<file path="src/csc_pkg.sv">
// Shared constants for the clock second-chance replacement block.
`default_nettype none

package csc_pkg;

    // Width of the frame index reported with each result.
    localparam int FIDX_W = 4;

    // Width of the frame-count configuration register.
    localparam int CFG_W = 5;

    // Frame count after reset.
    localparam logic [CFG_W-1:0] CFG_RESET = 5'd16;

    // Width of the saturating fault counter.
    localparam int TOTAL_W = 32;

    // Saturation value of the fault counter.
    localparam logic [TOTAL_W-1:0] TOTAL_MAX = '1;

endpackage

`default_nettype wire

</file>
<file path="src/csc_channels.sv">
// Valid/ready channel interfaces for references, results and configuration.
`default_nettype none

// Page reference channel.
interface csc_req_if #(
    parameter int PAGE_BITS = 16
);
    logic                 valid;
    logic                 ready;
    logic [PAGE_BITS-1:0] page_number;

    modport source (output valid, output page_number, input ready);
    modport sink (input valid, input page_number, output ready);
endinterface

// Result channel.
interface csc_rsp_if #(
    parameter int PAGE_BITS = 16
);
    logic                        valid;
    logic                        ready;
    logic                        fault;
    logic [csc_pkg::FIDX_W-1:0]  frame_index;
    logic                        evicted_valid;
    logic [PAGE_BITS-1:0]        evicted_page;
    logic [csc_pkg::TOTAL_W-1:0] fault_total;

    modport source (output valid, output fault, output frame_index, output evicted_valid,
                    output evicted_page, output fault_total, input ready);
    modport sink (input valid, input fault, input frame_index, input evicted_valid,
                  input evicted_page, input fault_total, output ready);
endinterface

// Frame-count configuration write channel.
interface csc_cfg_if;
    logic                       valid;
    logic                       ready;
    logic [csc_pkg::CFG_W-1:0]  frames_in_use;

    modport source (output valid, output frames_in_use, input ready);
    modport sink (input valid, input frames_in_use, output ready);
endinterface

`default_nettype wire

</file>
<file path="src/csc_ram.sv">
// Generic single-write, single-read RAM with registered read data.
`default_nettype none

module csc_ram #(
    parameter int WIDTH = 16,
    parameter int DEPTH = 16
) (
    input  wire logic                                   clk,
    input  wire logic                                   we,
    input  wire logic [(DEPTH > 1 ? $clog2(DEPTH) : 1)-1:0] waddr,
    input  wire logic [WIDTH-1:0]                       wdata,
    input  wire logic [(DEPTH > 1 ? $clog2(DEPTH) : 1)-1:0] raddr,
    output logic      [WIDTH-1:0]                       rdata
);

    logic [WIDTH-1:0] mem [DEPTH];

    // Write port and registered read port.
    always_ff @(posedge clk)
    begin
        if (we)
        begin
            mem[waddr] <= wdata;
        end
        rdata <= mem[raddr];
    end

endmodule

`default_nettype wire

</file>
<file path="src/csc_front.sv">
// Front end: accepts page references into a two-entry queue.
`default_nettype none

module csc_front #(
    parameter int PAGE_BITS = 16
) (
    input  wire logic                 clk,
    input  wire logic                 rst_n,
    csc_req_if.sink                   req,
    output logic                      q_valid,
    output logic [PAGE_BITS-1:0]      q_page,
    input  wire logic                 q_pop
);

    localparam logic [1:0] QDEPTH = 2'd2;

    logic [PAGE_BITS-1:0] entry_reg [2];
    logic                 wr_ptr_reg;
    logic                 wr_ptr_next;
    logic                 rd_ptr_reg;
    logic                 rd_ptr_next;
    logic [1:0]           count_reg;
    logic [1:0]           count_next;
    logic                 push;

    assign req.ready = (count_reg != QDEPTH);
    assign push      = req.valid && req.ready;
    assign q_valid   = (count_reg != 2'd0);
    assign q_page    = entry_reg[rd_ptr_reg];

    // Pointer and occupancy update.
    always_comb
    begin
        wr_ptr_next = push ? ~wr_ptr_reg : wr_ptr_reg;
        rd_ptr_next = q_pop ? ~rd_ptr_reg : rd_ptr_reg;
        count_next  = count_reg;
        if (push && !q_pop)
        begin
            count_next = count_reg + 2'd1;
        end
        else if (q_pop && !push)
        begin
            count_next = count_reg - 2'd1;
        end
    end

    always_ff @(posedge clk or negedge rst_n)
    begin
        if (!rst_n)
        begin
            wr_ptr_reg <= 1'b0;
            rd_ptr_reg <= 1'b0;
            count_reg  <= 2'd0;
        end
        else
        begin
            wr_ptr_reg <= wr_ptr_next;
            rd_ptr_reg <= rd_ptr_next;
            count_reg  <= count_next;
        end
    end

    // Queue storage; a transfer writes the slot under the write pointer.
    always_ff @(posedge clk)
    begin
        if (push)
        begin
            entry_reg[wr_ptr_reg] <= req.page_number;
        end
    end

endmodule

`default_nettype wire

</file>
<file path="src/csc_engine.sv">
// Back end: hit search, clock sweep, frame update and result register.
`default_nettype none

module csc_engine #(
    parameter int MAX_FRAMES = 16,
    parameter int PAGE_BITS  = 16
) (
    input  wire logic                 clk,
    input  wire logic                 rst_n,
    input  wire logic                 q_valid,
    input  wire logic [PAGE_BITS-1:0] q_page,
    output logic                      q_pop,
    csc_cfg_if.sink                   cfg,
    csc_rsp_if.source                 rsp
);

    import csc_pkg::*;

    localparam int IW = (MAX_FRAMES > 1) ? $clog2(MAX_FRAMES) : 1;
    localparam int CW = $clog2(MAX_FRAMES + 1);
    localparam int HW = CW + 1;

    typedef enum logic [2:0] {
        S_IDLE,
        S_SEARCH,
        S_SWEEP,
        S_EVICT,
        S_DONE
    } state_t;

    state_t                 state_reg,    state_next;
    logic [CFG_W-1:0]       fiu_reg,      fiu_next;
    logic [CW-1:0]          n_reg,        n_next;
    logic [PAGE_BITS-1:0]   page_reg,     page_next;
    logic [CW-1:0]          idx_reg,      idx_next;
    logic                   cmp_v_reg,    cmp_v_next;
    logic [IW-1:0]          cmp_idx_reg,  cmp_idx_next;
    logic [IW-1:0]          hand_reg,     hand_next;
    logic [MAX_FRAMES-1:0]  valid_reg,    valid_next;
    logic [MAX_FRAMES-1:0]  ref_reg,      ref_next;
    logic [TOTAL_W-1:0]     count_reg,    count_next;
    logic                   res_fault_reg,    res_fault_next;
    logic [FIDX_W-1:0]      res_frame_reg,    res_frame_next;
    logic                   res_ev_v_reg,     res_ev_v_next;
    logic [PAGE_BITS-1:0]   res_ev_page_reg,  res_ev_page_next;
    logic [TOTAL_W-1:0]     res_total_reg,    res_total_next;
    logic                   out_valid_reg,    out_valid_next;
    logic                   out_fault_reg,    out_fault_next;
    logic [FIDX_W-1:0]      out_frame_reg,    out_frame_next;
    logic                   out_ev_v_reg,     out_ev_v_next;
    logic [PAGE_BITS-1:0]   out_ev_page_reg,  out_ev_page_next;
    logic [TOTAL_W-1:0]     out_total_reg,    out_total_next;

    logic                   ram_we;
    logic [IW-1:0]          ram_raddr;
    logic [PAGE_BITS-1:0]   ram_rdata;
    logic [CW-1:0]          n_clamped;
    logic [HW-1:0]          hand_inc;
    logic [IW-1:0]          hand_wrap;
    logic                   hit;
    logic [TOTAL_W-1:0]     count_inc;

    // Page numbers of the frames.
    csc_ram #(
        .WIDTH (PAGE_BITS),
        .DEPTH (MAX_FRAMES)
    ) u_page_ram (
        .clk   (clk),
        .we    (ram_we),
        .waddr (hand_reg),
        .wdata (page_reg),
        .raddr (ram_raddr),
        .rdata (ram_rdata)
    );

    assign cfg.ready         = 1'b1;
    assign rsp.valid         = out_valid_reg;
    assign rsp.fault         = out_fault_reg;
    assign rsp.frame_index   = out_frame_reg;
    assign rsp.evicted_valid = out_ev_v_reg;
    assign rsp.evicted_page  = out_ev_page_reg;
    assign rsp.fault_total   = out_total_reg;

    // Active frame count: zero acts as one, large values clamp to the ring size.
    always_comb
    begin
        if (fiu_reg == '0)
        begin
            n_clamped = CW'(1);
        end
        else if (32'(fiu_reg) > 32'(MAX_FRAMES))
        begin
            n_clamped = CW'(MAX_FRAMES);
        end
        else
        begin
            n_clamped = CW'(fiu_reg);
        end
    end

    // Hand advance with wrap at the active count, and saturating fault count.
    assign hand_inc  = HW'(hand_reg) + HW'(1);
    assign hand_wrap = (hand_inc == HW'(n_reg)) ? '0 : IW'(hand_inc);
    assign count_inc = (count_reg == TOTAL_MAX) ? count_reg : count_reg + TOTAL_W'(1);

    // A match needs the frame's valid mark; data of unwritten frames is ignored.
    assign hit = cmp_v_reg && valid_reg[cmp_idx_reg] && (ram_rdata == page_reg);

    // Sequencer for one reference at a time.
    always_comb
    begin
        state_next       = state_reg;
        fiu_next         = fiu_reg;
        n_next           = n_reg;
        page_next        = page_reg;
        idx_next         = idx_reg;
        cmp_v_next       = cmp_v_reg;
        cmp_idx_next     = cmp_idx_reg;
        hand_next        = hand_reg;
        valid_next       = valid_reg;
        ref_next         = ref_reg;
        count_next       = count_reg;
        res_fault_next   = res_fault_reg;
        res_frame_next   = res_frame_reg;
        res_ev_v_next    = res_ev_v_reg;
        res_ev_page_next = res_ev_page_reg;
        res_total_next   = res_total_reg;
        out_valid_next   = out_valid_reg;
        out_fault_next   = out_fault_reg;
        out_frame_next   = out_frame_reg;
        out_ev_v_next    = out_ev_v_reg;
        out_ev_page_next = out_ev_page_reg;
        out_total_next   = out_total_reg;
        ram_we           = 1'b0;
        ram_raddr        = hand_reg;
        q_pop            = 1'b0;

        // Configuration write.
        if (cfg.valid)
        begin
            fiu_next = cfg.frames_in_use;
        end

        // Output register drains on a transfer.
        if (out_valid_reg && rsp.ready)
        begin
            out_valid_next = 1'b0;
        end

        unique case (state_reg)
            S_IDLE:
            begin
                if (q_valid)
                begin
                    q_pop      = 1'b1;
                    page_next  = q_page;
                    n_next     = n_clamped;
                    idx_next   = '0;
                    cmp_v_next = 1'b0;
                    state_next = S_SEARCH;
                end
            end

            // One frame read issued per cycle, compared in the next cycle.
            S_SEARCH:
            begin
                if (hit)
                begin
                    ref_next[cmp_idx_reg] = 1'b1;
                    res_fault_next        = 1'b0;
                    res_frame_next        = FIDX_W'(cmp_idx_reg);
                    res_ev_v_next         = 1'b0;
                    res_ev_page_next      = '0;
                    res_total_next        = count_reg;
                    state_next            = S_DONE;
                end
                else if (idx_reg < n_reg)
                begin
                    ram_raddr    = idx_reg[IW-1:0];
                    cmp_v_next   = 1'b1;
                    cmp_idx_next = idx_reg[IW-1:0];
                    idx_next     = idx_reg + CW'(1);
                end
                else
                begin
                    // A hand left beyond a shrunken ring restarts at frame zero.
                    if (CW'(hand_reg) >= n_reg)
                    begin
                        hand_next = '0;
                    end
                    cmp_v_next = 1'b0;
                    state_next = S_SWEEP;
                end
            end

            // Clear set reference bits until a clear one is under the hand.
            S_SWEEP:
            begin
                if (ref_reg[hand_reg])
                begin
                    ref_next[hand_reg] = 1'b0;
                    hand_next          = hand_wrap;
                end
                else
                begin
                    ram_raddr  = hand_reg;
                    state_next = S_EVICT;
                end
            end

            // Report the old page and install the new one in the victim frame.
            S_EVICT:
            begin
                res_fault_next       = 1'b1;
                res_frame_next       = FIDX_W'(hand_reg);
                res_ev_v_next        = valid_reg[hand_reg];
                res_ev_page_next     = valid_reg[hand_reg] ? ram_rdata : '0;
                res_total_next       = count_inc;
                count_next           = count_inc;
                ram_we               = 1'b1;
                valid_next[hand_reg] = 1'b1;
                ref_next[hand_reg]   = 1'b0;
                hand_next            = hand_wrap;
                state_next           = S_DONE;
            end

            S_DONE:
            begin
                if (!out_valid_reg || rsp.ready)
                begin
                    out_valid_next   = 1'b1;
                    out_fault_next   = res_fault_reg;
                    out_frame_next   = res_frame_reg;
                    out_ev_v_next    = res_ev_v_reg;
                    out_ev_page_next = res_ev_page_reg;
                    out_total_next   = res_total_reg;
                    state_next       = S_IDLE;
                end
            end

            default:
            begin
                state_next = S_IDLE;
            end
        endcase
    end

    always_ff @(posedge clk or negedge rst_n)
    begin
        if (!rst_n)
        begin
            state_reg     <= S_IDLE;
            fiu_reg       <= CFG_RESET;
            cmp_v_reg     <= 1'b0;
            hand_reg      <= '0;
            valid_reg     <= '0;
            ref_reg       <= '0;
            count_reg     <= '0;
            out_valid_reg <= 1'b0;
        end
        else
        begin
            state_reg     <= state_next;
            fiu_reg       <= fiu_next;
            cmp_v_reg     <= cmp_v_next;
            hand_reg      <= hand_next;
            valid_reg     <= valid_next;
            ref_reg       <= ref_next;
            count_reg     <= count_next;
            out_valid_reg <= out_valid_next;
        end
    end

    // Payload registers.
    always_ff @(posedge clk)
    begin
        n_reg           <= n_next;
        page_reg        <= page_next;
        idx_reg         <= idx_next;
        cmp_idx_reg     <= cmp_idx_next;
        res_fault_reg   <= res_fault_next;
        res_frame_reg   <= res_frame_next;
        res_ev_v_reg    <= res_ev_v_next;
        res_ev_page_reg <= res_ev_page_next;
        res_total_reg   <= res_total_next;
        out_fault_reg   <= out_fault_next;
        out_frame_reg   <= out_frame_next;
        out_ev_v_reg    <= out_ev_v_next;
        out_ev_page_reg <= out_ev_page_next;
        out_total_reg   <= out_total_next;
    end

endmodule

`default_nettype wire

</file>
<file path="src/clock_second_chance_replacement.sv">
// Top level of the clock second-chance page replacement block.
//
// Each page reference transferred on req gives exactly one result on rsp. A
// two-entry queue takes references while the back end works on an earlier one,
// and the result waits in an output register, so neither side blocks the other
// directly. The back end handles one reference at a time. During the hit
// search it walks the frames one per cycle through the single read port of the
// page-number RAM, and on a miss it then steps the clock hand one frame per
// cycle. No clearing pass is needed after reset. The frame count register is
// written on cfg and takes effect with the next reference.
`default_nettype none

module clock_second_chance_replacement #(
    parameter int MAX_FRAMES = 16,
    parameter int PAGE_BITS  = 16
) (
    input  wire logic clk,
    input  wire logic rst_n,
    csc_req_if.sink   req,
    csc_rsp_if.source rsp,
    csc_cfg_if.sink   cfg
);

    logic                 q_valid;
    logic [PAGE_BITS-1:0] q_page;
    logic                 q_pop;

    // Accept and queue references.
    csc_front #(
        .PAGE_BITS (PAGE_BITS)
    ) u_front (
        .clk     (clk),
        .rst_n   (rst_n),
        .req     (req),
        .q_valid (q_valid),
        .q_page  (q_page),
        .q_pop   (q_pop)
    );

    // Search, sweep and report.
    csc_engine #(
        .MAX_FRAMES (MAX_FRAMES),
        .PAGE_BITS  (PAGE_BITS)
    ) u_engine (
        .clk     (clk),
        .rst_n   (rst_n),
        .q_valid (q_valid),
        .q_page  (q_page),
        .q_pop   (q_pop),
        .cfg     (cfg),
        .rsp     (rsp)
    );

endmodule

`default_nettype wire

</file>
<file path="src/flat_wrapper.sv">
// flat-port wrapper written by rule: the top's interface ports become plain ports
module clock_second_chance_replacement_flat 
#(
    parameter int MAX_FRAMES = 16,
    parameter int PAGE_BITS  = 16
)
  (clk, rst_n, req_valid, req_page_number, req_ready, rsp_valid, rsp_fault, rsp_frame_index, rsp_evicted_valid, rsp_evicted_page, rsp_fault_total, rsp_ready, cfg_valid, cfg_frames_in_use, cfg_ready);
  csc_req_if #(.PAGE_BITS(PAGE_BITS)) req_i ();
  csc_rsp_if #(.PAGE_BITS(PAGE_BITS)) rsp_i ();
  csc_cfg_if cfg_i ();
  input  wire logic clk;
  input  wire logic rst_n;
  input wire logic [$bits(req_i.valid)-1:0] req_valid;
  input wire logic [$bits(req_i.page_number)-1:0] req_page_number;
  output wire logic [$bits(req_i.ready)-1:0] req_ready;
  output wire logic [$bits(rsp_i.valid)-1:0] rsp_valid;
  output wire logic [$bits(rsp_i.fault)-1:0] rsp_fault;
  output wire logic [$bits(rsp_i.frame_index)-1:0] rsp_frame_index;
  output wire logic [$bits(rsp_i.evicted_valid)-1:0] rsp_evicted_valid;
  output wire logic [$bits(rsp_i.evicted_page)-1:0] rsp_evicted_page;
  output wire logic [$bits(rsp_i.fault_total)-1:0] rsp_fault_total;
  input wire logic [$bits(rsp_i.ready)-1:0] rsp_ready;
  input wire logic [$bits(cfg_i.valid)-1:0] cfg_valid;
  input wire logic [$bits(cfg_i.frames_in_use)-1:0] cfg_frames_in_use;
  output wire logic [$bits(cfg_i.ready)-1:0] cfg_ready;
  assign req_i.valid = req_valid;
  assign req_i.page_number = req_page_number;
  assign req_ready = req_i.ready;
  assign rsp_valid = rsp_i.valid;
  assign rsp_fault = rsp_i.fault;
  assign rsp_frame_index = rsp_i.frame_index;
  assign rsp_evicted_valid = rsp_i.evicted_valid;
  assign rsp_evicted_page = rsp_i.evicted_page;
  assign rsp_fault_total = rsp_i.fault_total;
  assign rsp_i.ready = rsp_ready;
  assign cfg_i.valid = cfg_valid;
  assign cfg_i.frames_in_use = cfg_frames_in_use;
  assign cfg_ready = cfg_i.ready;
  clock_second_chance_replacement #(.MAX_FRAMES(MAX_FRAMES), .PAGE_BITS(PAGE_BITS)) u_core (.clk(clk), .rst_n(rst_n), .req(req_i), .rsp(rsp_i), .cfg(cfg_i));
endmodule
</file>
<file path="config.mk">
export PLATFORM = sky130hd
export DESIGN_NAME = clock_second_chance_replacement_flat
export DESIGN_NICKNAME = d
export VERILOG_FILES = /design/src/csc_pkg.sv /design/src/csc_channels.sv /design/src/csc_ram.sv /design/src/csc_front.sv /design/src/csc_engine.sv /design/src/clock_second_chance_replacement.sv /design/src/flat_wrapper.sv
export SDC_FILE = /design/constraint.sdc
export NUM_CORES = 1
export LEC_CHECK = 0
export BUFFER_PORTS_ARGS = -buffer_cell sky130_fd_sc_hd__buf_2
export CORE_MARGIN = 10
export CORE_UTILIZATION = 50
export DETAILED_ROUTE_END_ITERATION = 10
export PLACE_DENSITY_LB_ADDON = 0.12
export SLEW_MARGIN = 20
export SYNTH_ARGS = -nofsm -noshare
export SYNTH_HDL_FRONTEND = slang
export SYNTH_SLANG_ARGS = --single-unit
</file>
<file path="constraint.sdc">
create_clock -name clk -period 6.5 [get_ports clk]
set_input_delay 0.65 -clock clk [delete_from_list [all_inputs] [get_ports clk]]
set_output_delay 0.65 -clock clk [all_outputs]
set_load 0.02 [all_outputs]
</file>
# [Word level (Yosys, flattened, before mapping)]
# Memories as Yosys holds them, arrays and structs flattened. A register that Yosys moved wholly into a read port is not among the register bits.
# Index checks and enable logic that the tools add are counted.
[word_totals] inputBits=26 output_inout_bits=57 latchBits=0 romBits=0 memories=2 register_bits=204 ram_bits=288 word_cells=153
[op_classes] shifts=0 muxes=60 addsub=5 n_bitwise=7 order_cmp=7 eq_ne=18 multipliers=0 div_mod_pow=0 reduce_logical=29
[mem_list] memory="u_core.u_engine.u_page_ram.mem" words=16 word_bits=16 read_ports=1 rd_clocked_by_memory_dff=1 wr=1 line="csc_ram.sv:16" source="logic [WIDTH-1:0] mem [DEPTH];"
[mem_list] memory="u_core.u_front.entry_reg" words=2 word_bits=16 read_ports=1 rd_clocked_by_memory_dff=1 wr=1 line="csc_front.sv:17" source="logic [PAGE_BITS-1:0] entry_reg [2];"
[op_table] op="$mux W16" n=4
[op_table] op="$mux W32" n=2
[op_table] op="$pmux W32 S2" n=1
[op_table] op="$pmux W16 S3" n=1
[op_table] op="$mux W4" n=9
[op_table] op="$add A32 B1 Y32 const B" n=1
[op_table] op="$eq A32 B32 Y1 const B" n=1
[op_table] op="$or A16 B16 Y16" n=2
[op_table] op="$pmux W16 S2" n=1
[op_table] op="$mux W5" n=4
[op_table] op="$mux W1" n=19
[op_table] op="$ne A2 B2 Y1 const B" n=9
[op_table] op="$and A16 B16 Y16" n=1
[op_table] op="$eq A16 B16 Y1" n=1
[op_table] op="$not A16 Y16" n=1
[op_table] op="$mux W3" n=5
[op_table] op="$pmux W3 S5" n=1
[op_table] op="$bmux W1 S4" n=3
[op_table] op="$pmux W4 S3" n=1
[op_table] op="$lt A4 B5 Y1 const B" n=2
[op_table] op="$pmux W5 S2" n=1
[op_table] op="$reduce_and A3 Y1" n=3
[op_table] op="$demux W1 S4" n=2
[op_table] op="$ge A4 B1 Y1 const B" n=2
[op_table] op="28 further kinds" n=49

# [Logic depth before layout (Yosys ltp)]
# Gate-level depths: netlist (run 1).
[depth] word_depth=8 ltp_mapped=12 ltp_nobuf=10

# [Cells and area by module]
# Synthesis (run 1) repeated with hierarchy kept, for this count alone.
[unflattened] hier_cells=1101 hier_area_um2=20352.0
[by_module_without_submodules] module="csc_ram" seq_area_each_um2=8007.7 instances=1 area_per_inst_um2=10043.4 cells_per_inst=432
[by_module_without_submodules] module="csc_engine" seq_area_each_um2=6097.1 instances=1 area_per_inst_um2=8908.5 cells_per_inst=601
[by_module_without_submodules] module="csc_front" seq_area_each_um2=1061.0 instances=1 area_per_inst_um2=1400.1 cells_per_inst=68

# [Least setup slack after synthesis (run 1)]
# No wires, ideal clock.
[synth_timing] path_type="register -> register" from="register u_core.u_engine.page_reg[0] (read register of u_core.u_front.entry_reg)" to="register u_core.u_engine.res_ev_page_reg[0], enable pin" synth_period_minus_slack_ns=5.781 arrival_time_ns=5.239 slack_ns=0.719 stages_incl_launch_ff=6 t_required_ns=5.958 setup_time_ns=0.542 n_path_buf=0 cell_sequence="edfxtp_1 > xor2_1 > nor4_1 > and3_1 > o2111ai_4 > o21ai_0"
[synth_between] elab_chain_len=4
[synth_lines] item="start: declaration" line="csc_engine.sv:34" source="logic [PAGE_BITS-1:0] page_reg, page_next;"
[synth_lines] item="$eq A16 B16 Y1" line="csc_engine.sv:107" source="assign hit = cmp_v_reg && valid_reg[cmp_idx_reg] && (ram_rdata == page_reg);"
[synth_lines] item="$logic_and A1 B1 Y1" line="csc_engine.sv:107"
[synth_lines] item="$ne A2 B2 Y1 (no line)"
[synth_lines] item="$reduce_and A2 Y1 (no line)"
[synth_lines] item="end signal: assignment" line="csc_engine.sv:284" source="res_ev_page_reg <= res_ev_page_next;"
[synth_lines] item="end: declaration" line="csc_engine.sv:45" source="logic [PAGE_BITS-1:0] res_ev_page_reg, res_ev_page_next;"
# No other way between the ends.
# A chain may end at the register's enable or synchronous reset.

# [Final worst setup path (run 1)]
[layout_timing] from="register u_core.u_engine.page_reg[1] (read register of u_core.u_front.entry_reg)" to="register u_core.u_engine.u_page_ram.rdata[8] (read register of u_core.u_engine.u_page_ram.mem)"
[layout_between] elab_chain_len=4
[layout_lines] item="$eq A16 B16 Y1" line="csc_engine.sv:107"
[layout_lines] item="$logic_and A1 B1 Y1" line="csc_engine.sv:107"
[layout_lines] item="$mux W4" line="csc_engine.sv:167" source="if (hit)"
[layout_lines] item="$mux W4"
[layout_lines] item="end: declaration" line="csc_ram.sv:13" source="output logic [WIDTH-1:0] rdata"
# No other way between the ends.

==> results of run 1 <==
==> power by group through the flow <==
stage | clock network [uW] | logic [uW] | registers (uW)
4_1_cts | 3090 | 2250 | 4950
3_3_place_gp | 0 | 2210 | 4990
2_1_floorplan | 0 | 1670 | 4840
5_1_grt | 3240 | 2440 | 5020
6_report | 3020 | 2220 | 4950
3_5_place_dp | 0 | 2240 | 5010
==> synth_stat cells (19+ instances only) <==
cell type / n
edfxtp_1: 426
inv_1: 19
nand3_1: 21
dfrtp_1: 81
mux2i_1: 130
o22ai_1: 64
and3_1: 24
nand2_1: 50
mux2_2: 23
xor2_1: 19
nor2_1: 45
xnor2_1: 39
buf_2: 21
clkbuf_1: 20
==> final timing paths <==
path | slack, ns | depth (start not counted) | end
setup / recovery | 1.73 | 11 | u_core.u_engine.u_page_ram.rdata[8]
hold / removal | 0.25 | 1 | u_core.u_front.entry_reg[0][8]
setup reg to reg | 1.73 | 11 | u_core.u_engine.u_page_ram.rdata[8]
hold reg to reg | 0.42 | 0 | u_core.u_engine.rsp.fault_total[20]
min in group asynchronous | 0.45 | 2 | u_core.u_engine.fiu_reg[3]
max in group asynchronous | 5.21 | 4 | u_core.u_engine.valid_reg[14]
==> through the flow <==
stage,util,std cells,instance area [sq um],hold slack [ns],power (uW)
final,0.581,1889,23200,0.247,10200
after global routing,0.581,1889,23200,0.228,10700
after CTS,0.580,1888,23200,0.211,10300
after detailed placement,0.536,1789,21500,0.405,7250
after global placement,0.536,1789,21400,0.401,7200
after floorplan,-,1204,20300,0.354,6510
==> cell families (layout without fill, tap and decap cells) <==
kind of cell,Yosys count,after routing
simple gates,240,240
fa+ha+maj,17,17
xor+xnor,58,58
buf+inv,71,231
other cells,1,1
flops,524,524
mux,167,167
compound gates,126,126
==> worst reg2reg max path, cell delays in order (launching register included) <==
cell and delay [ns]:
edfxtp_1 0.67, xnor2_1 0.34, nand4_1 0.25, nor3_1 0.44
o2111ai_4 0.28, nand2_2 0.13, buf_4 0.34, mux2i_4 0.85
buf_12 0.39, mux2i_1 0.31, o22ai_1 0.10, or4_1 0.56
==> metal layers <==
metal / vias to the layer above / GRT usage / share of wire
li1: 4880 / - / -
met1: 5247 / 0.229 / 0.44
met2: 274 / 0.268 / 0.47
met3: 65 / 0.0370 / 0.060
met4: 0 / 0.0501 / 0.021
met5: - / 0 / 0
==> cell type report <==
| cell class | instances | share of cell area |
|---|---|---|
| flip-flops and latches | 524 | 0.653 |
| multi-input cells | 609 | 0.211 |
| clock buffers | 70 | 0.0620 |
| repair buffers | 114 | 0.0308 |
| well taps | 525 | 0.0283 |
| clock inverters | 28 | 0.0126 |
| inverters | 19 | 0.00307 |
==> flow_metrics.env, run 1 <==
export IMPL_cts_buffer_depth=3
export IMPL_vias_per_cell=5.54
export IMPL_ys_ff_latch=524
export IMPL_drv_cap=0
export IMPL_synthesis_area_per_instance_sq_um=16.9
export IMPL_cts_sink_count=524
export IMPL_h_tree_depth=2
export IMPL_worst_slack_ns=1.73
export IMPL_clock_tree_from_tritoncts="done"
export IMPL_yosys_area_share_xor_xnor=0.0250
export IMPL_area_growth_synth_to_final_pct=14.2
export IMPL_layout_nets=1364
export IMPL_drt_first_pass_iters=5
export IMPL_worstPathCellList="xnor2_1 > nand4_1 > nor3_1 > o2111ai_4 > nand2_2 > buf_4 > mux2i_4 > buf_12 > mux2i_1 > o22ai_1 > or4_1"
export IMPL_wl_microns=41800
export IMPL_area_of_the_core_sq_mm=0.0400
export IMPL_top_level_ports=83
export IMPL_run_status="finished clean"
export IMPL_remaining_max_slew_budget_at_the_tightest_pin=0.351
export IMPL_die_area_sq_mm=0.0492
export IMPL_worst_case_clock_skew_ns=0.0226
export IMPL_final_min_period_over_clock_period=0.735
export IMPL_seqPwrFrac=0.485
export IMPL_postCtsHoldBufs=1
export IMPL_swShare=0.299
export IMPL_required_arrival_time_at_the_worst_endpoint_ns=6.95
export IMPL_power_switching_uw=3040
export IMPL_rsz0062_at_grt="no"
export IMPL_layout_drive_gt1_share=0.196
export IMPL_path_clk_slew_ns=0.06
export IMPL_synth_compound_area_share=0.0469
export IMPL_cts_root_buffer_cell="clkbuf_16"
export IMPL_grt_total_ovfl=0
export IMPL_power_static_leakage_uw=0.00904
export IMPL_pin_count_of_the_biggest_net_entering_global_routing=75
export IMPL_antenna_violating_nets_post_route=0
export IMPL_synth_main_ff_cell="edfxtp_1"
export IMPL_final_max_slew_viol_count=0
export IMPL_yosysUniqueCellTypes=52
export IMPL_number_of_flops_mapped_to_enable_cells_by_yosys=426
export IMPL_layout_cells_most_common_list="edfxtp_1, mux2i_1, dfrtp_1"
export IMPL_multi_input_comb_area_sq_mm=0.00489
export IMPL_critPathLaunch="u_core.u_engine.page_reg[1]"
export IMPL_power_frac_comb=0.218
export IMPL_final_seq_area_sq_mm=0.0152
export IMPL_post_cts_resized_instances=0
export IMPL_critPathMaxStageDelay_ns=0.84
export IMPL_cp_slowest_cell="mux2i_4"
export IMPL_post_place_ws_ns=1.70
export IMPL_synthMuxAreaShare=0.0922
export IMPL_registers_top_by_ff_count="u_core.u_engine.u_page_ram.mem"
export IMPL_critPathLaunchType="register"
export IMPL_crit_path_max_fanout=45
export IMPL_power_internal_uw=7140
export IMPL_synth_area_top_cells="edfxtp_1, dfrtp_1, mux2i_1"
export IMPL_post_synth_fa_ha_maj_area_fraction=0.0105
export IMPL_time_the_worst_path_needs_with_i_o_delays_and_setup_ns=4.77
export IMPL_async_reset_ff_frac=0.156
export IMPL_hpwlAfterDp_microns=25500
export IMPL_chipHeight_microns=222
export IMPL_ys_warn_count=0
export IMPL_setup_tns_final_ns=0
export IMPL_reg2reg_from="u_core.u_engine.page_reg[1]"
export IMPL_critical_path_top_delay_family="simple AND/OR/NAND/NOR gates"
export IMPL_synth_top_family_by_area="multiplexers"
export IMPL_initial_utilization=0.509
export IMPL_vias_in_the_first_global_route=10535
export IMPL_synth_simple_area_share=0.0638
export IMPL_end_kind="register"
export IMPL_path_class="reg -> reg"
export IMPL_die_width_microns=222
export IMPL_max_clock_freq_ghz=0.209
export IMPL_mostFrequentLayoutCell="edfxtp_1"
export IMPL_power_per_standard_cell_area_mw_per_mm2=439
export IMPL_pwr_share_clk=0.296
export IMPL_cp_arrival_ns=5.23
export IMPL_globalRouteTotalUtil=0.169
export IMPL_cp_num_buf_inv=2
export IMPL_report_final_hold_viol_count=0
export IMPL_drc_errors=0
export IMPL_sequential_cell_area_fraction_in_the_yosys_report=0.745
export IMPL_grt_pass1_wl_microns=64600
export IMPL_share_of_the_synthesized_area_in_the_top_cell_type=0.629
export IMPL_detail_route_iter0_violations=826
export IMPL_numPortBuffers=81
export IMPL_fillerInstances=3083
export IMPL_setup_viol_count_final=0
export IMPL_grt_antenna_before_repair=1
export IMPL_worstHoldStart="req_page_number[8]"
export IMPL_vias=10466
export IMPL_syn_nets=1247
export IMPL_tritoncts_num_buffers=53
export IMPL_worstSkewPairLatency_ns=0.59
export IMPL_synth_area_leader_cell="edfxtp_1"
export IMPL_worst_hold_path_type="in -> reg"
export IMPL_insertedDiodeCount=0
export IMPL_ir_worst_vdd_mv=0.218
export IMPL_globalplace_congestion=0.790
export IMPL_std_cell_rows=73
export IMPL_routedWlPerCell_microns=22.1
export IMPL_largest_reg_flops=256
export IMPL_pin_slew_with_the_least_headroom_to_its_limit_ns=0.972
export IMPL_synth_cell_area_sq_mm=0.0203
export IMPL_synthCells=1204
export IMPL_cts_post_setup_buffers_inserted=0
(Power assumes the default switching activity.)
==> run 2, diff against run 1 <==
--- a/config.mk
+++ b/config.mk
@@ -5,6 +5,7 @@
 export SDC_FILE = /design/constraint.sdc
 export NUM_CORES = 1
 export LEC_CHECK = 0
+export ABC_AREA = 1
 export BUFFER_PORTS_ARGS = -buffer_cell sky130_fd_sc_hd__buf_2
 export CORE_MARGIN = 10
 export CORE_UTILIZATION = 50
==> constraint.sdc (replaced) <==
create_clock -name clk -period 4.35 [get_ports clk]
set_input_delay 0.435 -clock clk [delete_from_list [all_inputs] [get_ports clk]]
set_output_delay 0.435 -clock clk [all_outputs]
set_load 0.02 [all_outputs]
==> flow_metrics.env, run 2 <==
export IMPL_run_status="finished clean"
export IMPL_remaining_max_slew_budget_at_the_tightest_pin=0.339
export IMPL_critPathMaxStageDelay_ns=0.66
export IMPL_setup_tns_final_ns=0
export IMPL_final_seq_area_sq_mm=0.0152
export IMPL_worstPathCellList="xnor2_1 > nand2_1 > nor2_1 > nand3_1 > nor2_1 > nand2_4 > nand2_4 > nand2_2 > nand2_2 > buf_4 > nand2_1 > nand3_1 > nand3_1 > nand3_1 > nand2_1"
export IMPL_path_class="reg -> reg"
export IMPL_endpoint_of_the_worst_hold_timing_path="u_core.u_front.entry_reg[1][2]"
export IMPL_critical_path_most_common_cell="nand3_1"
export IMPL_setup_viol_count_final=0
export IMPL_rsz0062_at_grt="no"
export IMPL_pwr_share_clk=0.252
export IMPL_ys_top_cells_by_count="edfxtp_1, nand2_1, inv_1, nand3_1, nor2_1"
export IMPL_dpl_instance_area_sq_mm=0.0236
export IMPL_synth_main_ff_cell="edfxtp_1"
export IMPL_globalplace_congestion=0.863
export IMPL_ir_worst_vdd_mv=0.523
export IMPL_worstSkewPairLatency_ns=0.61
export IMPL_number_of_flops_mapped_to_enable_cells_by_yosys=426
export IMPL_vias=14766
export IMPL_sequential_cell_area_fraction_in_the_yosys_report=0.677
export IMPL_synth_area_top_cells="edfxtp_1, dfrtp_1, nand3_1"
export IMPL_critical_path_top_delay_family="simple AND/OR/NAND/NOR gates"
export IMPL_layout_nets=2260
export IMPL_routedWlPerCell_microns=18.3
export IMPL_power_internal_uw=10700
export IMPL_area_growth_synth_to_final_pct=13.1
export IMPL_syn_nets=2139
export IMPL_numPortBuffers=81
export IMPL_tritoncts_num_buffers=53
export IMPL_std_cell_rows=77
export IMPL_power_static_leakage_uw=0.0109
export IMPL_synthCells=2096
export IMPL_worst_slack_ns=0.883
export IMPL_async_reset_ff_frac=0.156
export IMPL_cts_root_buffer_cell="clkbuf_16"
export IMPL_grt_total_ovfl=0
export IMPL_worstHoldStart="req_page_number[2]"
export IMPL_post_route_cell_area_sq_mm=0.0253
export IMPL_layout_drive_gt1_share=0.112
export IMPL_required_arrival_time_at_the_worst_endpoint_ns=4.83
export IMPL_globalRouteTotalUtil=0.195
export IMPL_die_width_microns=232
export IMPL_area_of_the_core_sq_mm=0.0442
export IMPL_ys_warn_count=0
export IMPL_cp_num_buf_inv=1
export IMPL_power_per_standard_cell_area_mw_per_mm2=673
export IMPL_worst_r2r_cell_count=15
export IMPL_hpwlAfterDp_microns=32000
export IMPL_drt_first_pass_iters=5
export IMPL_power_switching_uw=6350
export IMPL_holdPathStages=1
export IMPL_grt_pass1_wl_microns=81700
export IMPL_seqPwrFrac=0.427
export IMPL_max_clock_freq_ghz=0.288
export IMPL_end_kind="register"
export IMPL_setup_reg_to_reg_worst_slack_ns=0.88
export IMPL_post_place_ws_ns=0.911
export IMPL_share_of_the_synthesized_area_in_the_top_cell_type=0.571
export IMPL_detail_route_iter0_violations=1286
export IMPL_report_final_hold_viol_count=0
export IMPL_registers_top_by_ff_count="u_core.u_engine.u_page_ram.mem"
export IMPL_clock_tree_from_tritoncts="done"
export IMPL_reg2reg_to="u_core.u_engine.u_page_ram.rdata[6]"
export IMPL_path_clk_slew_ns=0.06
export IMPL_largest_reg_flops=256
export IMPL_wl_microns=52200
export IMPL_reg2reg_from="u_core.u_engine.page_reg[14]"
export IMPL_multi_input_comb_area_sq_mm=0.00539
export IMPL_crit_path_max_fanout=33
export IMPL_layout_cells_most_common_list="edfxtp_1, nand2_1, inv_1"
export IMPL_yosysUniqueCellTypes=45
export IMPL_fillerInstances=3741
export IMPL_vias_per_cell=5.18
export IMPL_initial_utilization=0.507
export IMPL_insertedDiodeCount=0
export IMPL_pin_slew_with_the_least_headroom_to_its_limit_ns=0.988
export IMPL_mostFrequentLayoutCell="edfxtp_1"
export IMPL_cts_post_setup_buffers_inserted=0
export IMPL_cts_buffer_depth=3
export IMPL_grt_antenna_before_repair=1
export IMPL_synth_area_leader_cell="edfxtp_1"
export IMPL_post_cts_resized_instances=0
export IMPL_power_frac_comb=0.320
export IMPL_final_max_slew_viol_count=0
export IMPL_drv_cap=0
export IMPL_h_tree_depth=2
export IMPL_worst_case_clock_skew_ns=0.0228
export IMPL_synth_cell_area_sq_mm=0.0224
export IMPL_cp_arrival_ns=3.95
export IMPL_ys_ff_latch=524
export IMPL_die_area_sq_mm=0.0537
export IMPL_time_the_worst_path_needs_with_i_o_delays_and_setup_ns=3.47
export IMPL_worst_hold_path_type="in -> reg"
export IMPL_chipHeight_microns=232
export IMPL_cp_slowest_cell="edfxtp_1"
export IMPL_cts_sink_count=524
export IMPL_critPathLaunchType="register"
export IMPL_synthesis_area_per_instance_sq_um=10.7
export IMPL_pin_count_of_the_biggest_net_entering_global_routing=55
export IMPL_vias_in_the_first_global_route=14430
export IMPL_post_synth_top_count_cell="edfxtp_1"
export IMPL_antenna_violating_nets_post_route=0
export IMPL_swShare=0.373
export IMPL_drc_errors=0
export IMPL_top_level_ports=83
export IMPL_final_min_period_over_clock_period=0.797
export IMPL_postCtsHoldBufs=10
-- run 2: cell types whose count changed in the layout (fill, tap and decap cells not counted), moves of 24 or more --
| cell | change |
|---|---|
| inv_1 | +372 |
| o22ai_1 | -61 |
| nand2_1 | +360 |
| nor2_1 | +67 |
| o21ai_0 | +45 |
| nand3_1 | +309 |
| mux2i_1 | -129 |
| xnor2_1 | -24 |
-- run 2: worst max path at each step --
stage | from | to | slack [ns] | cells past startpoint
CTS | u_core.u_engine.page_reg[14] | u_core.u_engine.u_page_ram.rdata[6] | 0.89 | 15
floorplan | u_core.u_engine.state_reg[0] | u_core.u_engine.rsp.evicted_page[0] | 0.97 | 3
detailed placement | u_core.u_engine.page_reg[14] | u_core.u_engine.u_page_ram.rdata[6] | 0.91 | 15
global placement | u_core.u_engine.cmp_idx_reg[0] | u_core.u_engine.u_page_ram.rdata[15] | 1.05 | 17
finish | u_core.u_engine.page_reg[14] | u_core.u_engine.u_page_ram.rdata[6] | 0.88 | 15
global route | u_core.u_engine.page_reg[10] | u_core.u_engine.u_page_ram.rdata[6] | 0.61 | 18
-- run 2: routing by layer --
layer	global-route usage	part of all wire
met1	0.261	0.43
met2	0.314	0.46
met3	0.0430	0.082
met4	0.0619	0.026
met5	0	0
-- run 2: cell type report --
class                      instances  share of cell area
sequential                       524               0.599
multi-input combinational       1102               0.213
inverter                         394              0.0584
clock buffer                      71              0.0562
timing repair buffer             142              0.0362
tap                              592              0.0292
clock inverter                    26             0.00835
-- run 2: power groups by stage --
| stage | Clock (uW) | Combinational (uW) | Sequential, uW |
|---|---|---|---|
| after global placement | 0 | 5340 | 7350 |
| after detailed placement | 0 | 5440 | 7370 |
| after global routing | 4600 | 6090 | 7370 |
| final | 4300 | 5460 | 7280 |
| after floorplan | 0 | 3710 | 7300 |
| after CTS | 4400 | 5470 | 7270 |
-- run 2: kinds of logic (layout without fill, tap and decap cells) --
| family | Yosys count | in the layout | synth area share |
|---|---|---|---|
| AO/OA/AOI/OAI | 97 | 97 | 0.0241 |
| XOR/XNOR | 42 | 42 | 0.0164 |
| adder cells (fa/ha/maj) | 17 | 17 | 0.00949 |
| buffers and inverters | 470 | 633 | 0.0851 |
| flip-flops | 524 | 524 | 0.677 |
| multiplexers | 3 | 3 | 0.00151 |
| other | 1 | 1 | 0.000167 |
| AND/OR/NAND/NOR | 942 | 942 | 0.186 |
-- run 2: per-stage QoR --
stage / instances / total power (uW) / util / hold slack [ns]
after floorplan: 2096 / 11000 / - / 0.139
after global placement: 2744 / 12700 / 0.533 / 0.400
after detailed placement: 2744 / 12800 / 0.533 / 0.405
after CTS: 2851 / 17100 / 0.573 / 0.000496
after global routing: 2851 / 18100 / 0.573 / 0.00933
final: 2851 / 17000 / 0.573 / 0.0314
==> run 3, diff against run 2 <==
==> constraint.sdc (replaced) <==
create_clock -name clk -period 3.4 [get_ports clk]
set_input_delay 0.34 -clock clk [delete_from_list [all_inputs] [get_ports clk]]
set_output_delay 0.34 -clock clk [all_outputs]
set_load 0.02 [all_outputs]
==> flow_metrics.env, run 3 (same netlist as run 2, synthesis figures left out) <==
export IMPL_globalRouteTotalUtil=0.203
export IMPL_cp_slowest_cell="edfxtp_1"
export IMPL_power_static_leakage_uw=0.0111
export IMPL_layout_nets=2290
export IMPL_tritoncts_num_buffers=52
export IMPL_vias_in_the_first_global_route=14670
export IMPL_insertedDiodeCount=0
export IMPL_power_per_standard_cell_area_mw_per_mm2=876
export IMPL_top_level_ports=83
export IMPL_fillerInstances=3678
export IMPL_wl_microns=54100
export IMPL_drv_cap=0
export IMPL_worstPathCellList="ha_1 > nand2_1 > inv_1 > o21ai_0 > nand3_1 > nor2_2 > nand2_4 > nand2_4 > nand2_4 > buf_12 > nand2_1 > nand3_1 > nand3_1 > nand3_1 > nand2_1"
export IMPL_critPathMaxStageDelay_ns=0.53
export IMPL_worst_case_clock_skew_ns=0.0247
export IMPL_reg2reg_to="u_core.u_engine.u_page_ram.rdata[11]"
export IMPL_numPortBuffers=81
export IMPL_pin_slew_with_the_least_headroom_to_its_limit_ns=1.09
export IMPL_final_min_period_over_clock_period=0.908
export IMPL_time_the_worst_path_needs_with_i_o_delays_and_setup_ns=3.09
export IMPL_path_clk_slew_ns=0.07
export IMPL_worst_r2r_cell_count=15
export IMPL_reg2reg_from="u_core.u_engine.idx_reg[2]"
export IMPL_initial_utilization=0.507
export IMPL_std_cell_rows=77
export IMPL_final_seq_area_sq_mm=0.0152
export IMPL_layout_cells_most_common_list="edfxtp_1, nand2_1, inv_1"
export IMPL_cts_root_buffer_cell="clkbuf_16"
export IMPL_ir_worst_vdd_mv=0.689
export IMPL_antenna_violating_nets_post_route=0
export IMPL_run_status="finished clean"
export IMPL_hpwlAfterDp_microns=32600
export IMPL_rsz0062_at_grt="no"
export IMPL_worstSkewPairLatency_ns=0.62
export IMPL_path_class="reg -> reg"
export IMPL_routedWlPerCell_microns=18.8
export IMPL_setup_tns_final_ns=0
export IMPL_critPathLaunchType="register"
export IMPL_max_clock_freq_ghz=0.324
export IMPL_die_width_microns=232
export IMPL_registers_top_by_ff_count="u_core.u_engine.u_page_ram.mem"
export IMPL_setup_reg_to_reg_worst_slack_ns=0.31
export IMPL_drt_first_pass_iters=5
export IMPL_grt_antenna_before_repair=1
export IMPL_chipHeight_microns=232
export IMPL_vias_per_cell=5.26
export IMPL_area_growth_synth_to_final_pct=15.4
export IMPL_critical_path_most_common_cell="nand3_1"
export IMPL_setup_viol_count_final=0
export IMPL_critical_path_top_delay_family="simple AND/OR/NAND/NOR gates"
export IMPL_final_max_slew_viol_count=0
export IMPL_cp_arrival_ns=3.63
export IMPL_report_power_total_uw=22600
export IMPL_die_area_sq_mm=0.0537
export IMPL_drc_errors=0
export IMPL_cts_sink_count=524
export IMPL_worst_hold_path_type="in -> reg"
export IMPL_globalplace_congestion=0.884
export IMPL_grt_pass1_wl_microns=84500
export IMPL_end_kind="register"
export IMPL_remaining_max_slew_budget_at_the_tightest_pin=0.273
export IMPL_mostFrequentLayoutCell="edfxtp_1"
export IMPL_crit_path_max_fanout=47
export IMPL_multi_input_comb_area_sq_mm=0.00539
export IMPL_cp_num_buf_inv=2
export IMPL_detail_route_iter0_violations=1616
export IMPL_layout_drive_gt1_share=0.119
export IMPL_clock_tree_from_tritoncts="done"
export IMPL_cts_buffer_depth=3
export IMPL_vias=15160
export IMPL_critPathLaunch="u_core.u_engine.idx_reg[2]"
export IMPL_report_final_hold_viol_count=0
export IMPL_cp_depth=15
export IMPL_grt_total_ovfl=0
export IMPL_largest_reg_flops=256
export IMPL_worstSetupEndpoint="u_core.u_engine.u_page_ram.rdata[11]"
export IMPL_area_of_the_core_sq_mm=0.0442
export IMPL_required_arrival_time_at_the_worst_endpoint_ns=3.95
export IMPL_h_tree_depth=2
export IMPL_pin_count_of_the_biggest_net_entering_global_routing=75
run 3: per-layer routing:
layer / global-route usage / wire length, microns / up-vias
li1: - / - / 7187
met1: 0.275 / 23100 / 7239
met2: 0.322 / 24800 / 619
met3: 0.0379 / 4550 / 113
met4: 0.0751 / 1620 / 2
met5: 0 / 10 / -
run 3: area by class of cell:
type                    instances  area share
flip-flops and latches        524       0.587
multi-input cells            1102       0.208
inverters                     394      0.0572
clock buffers                  72      0.0556
repair buffers                173      0.0494
well taps                     592      0.0287
clock inverters                24      0.0139
run 3: where the power goes:
group	switching [uW]	internal, uW
Combinational	5160	2250
Sequential	639	8560
Clock	2450	3580
Total	8240	14400
run 3: worst min-delay path, delay by kind of cell:
kind | cells | cell delay [ns]
buffers and inverters | 2 | 0.16
AND/OR/NAND/NOR | 2 | 0.13
run 3: per-stage QoR:
stage               instances  hold slack [ns]  setup WS (ns)  utilization  cell area, sq um
CTS                      2881           0.0352          0.324        0.585             25800
global placement         2759            0.336          0.460        0.538             23800
detailed placement       2759            0.335          0.358        0.538             23800
floorplan                2096           0.0444         0.0241            -             22400
finish                   2881           0.0610          0.314        0.585             25800
global route             2881           0.0790         0.0570        0.585             25800
run 3: worst min-delay path by stage:
stage | end | depth (start not counted) | slack (ns) | from
floorplan | u_core.u_engine.cmp_v_reg | 0 | 0.04 | rst_n
detailed placement | u_core.u_engine.count_reg[14] | 1 | 0.33 | rst_n
global placement | u_core.u_engine.count_reg[15] | 1 | 0.34 | rst_n
CTS | u_core.u_engine.fiu_reg[1] | 2 | 0.04 | cfg_valid
global route | u_core.u_engine.fiu_reg[1] | 2 | 0.08 | cfg_valid
finish | u_core.u_engine.rsp.valid | 4 | 0.06 | rsp_ready
run 3: timing repair:
item / 4_1_cts / 5_1_grt
resized for setup: 0 / 0
endpoints found under the hold margin: 71 / 0
hold buffers: 26 / 0
buffers inserted: 0 / 0
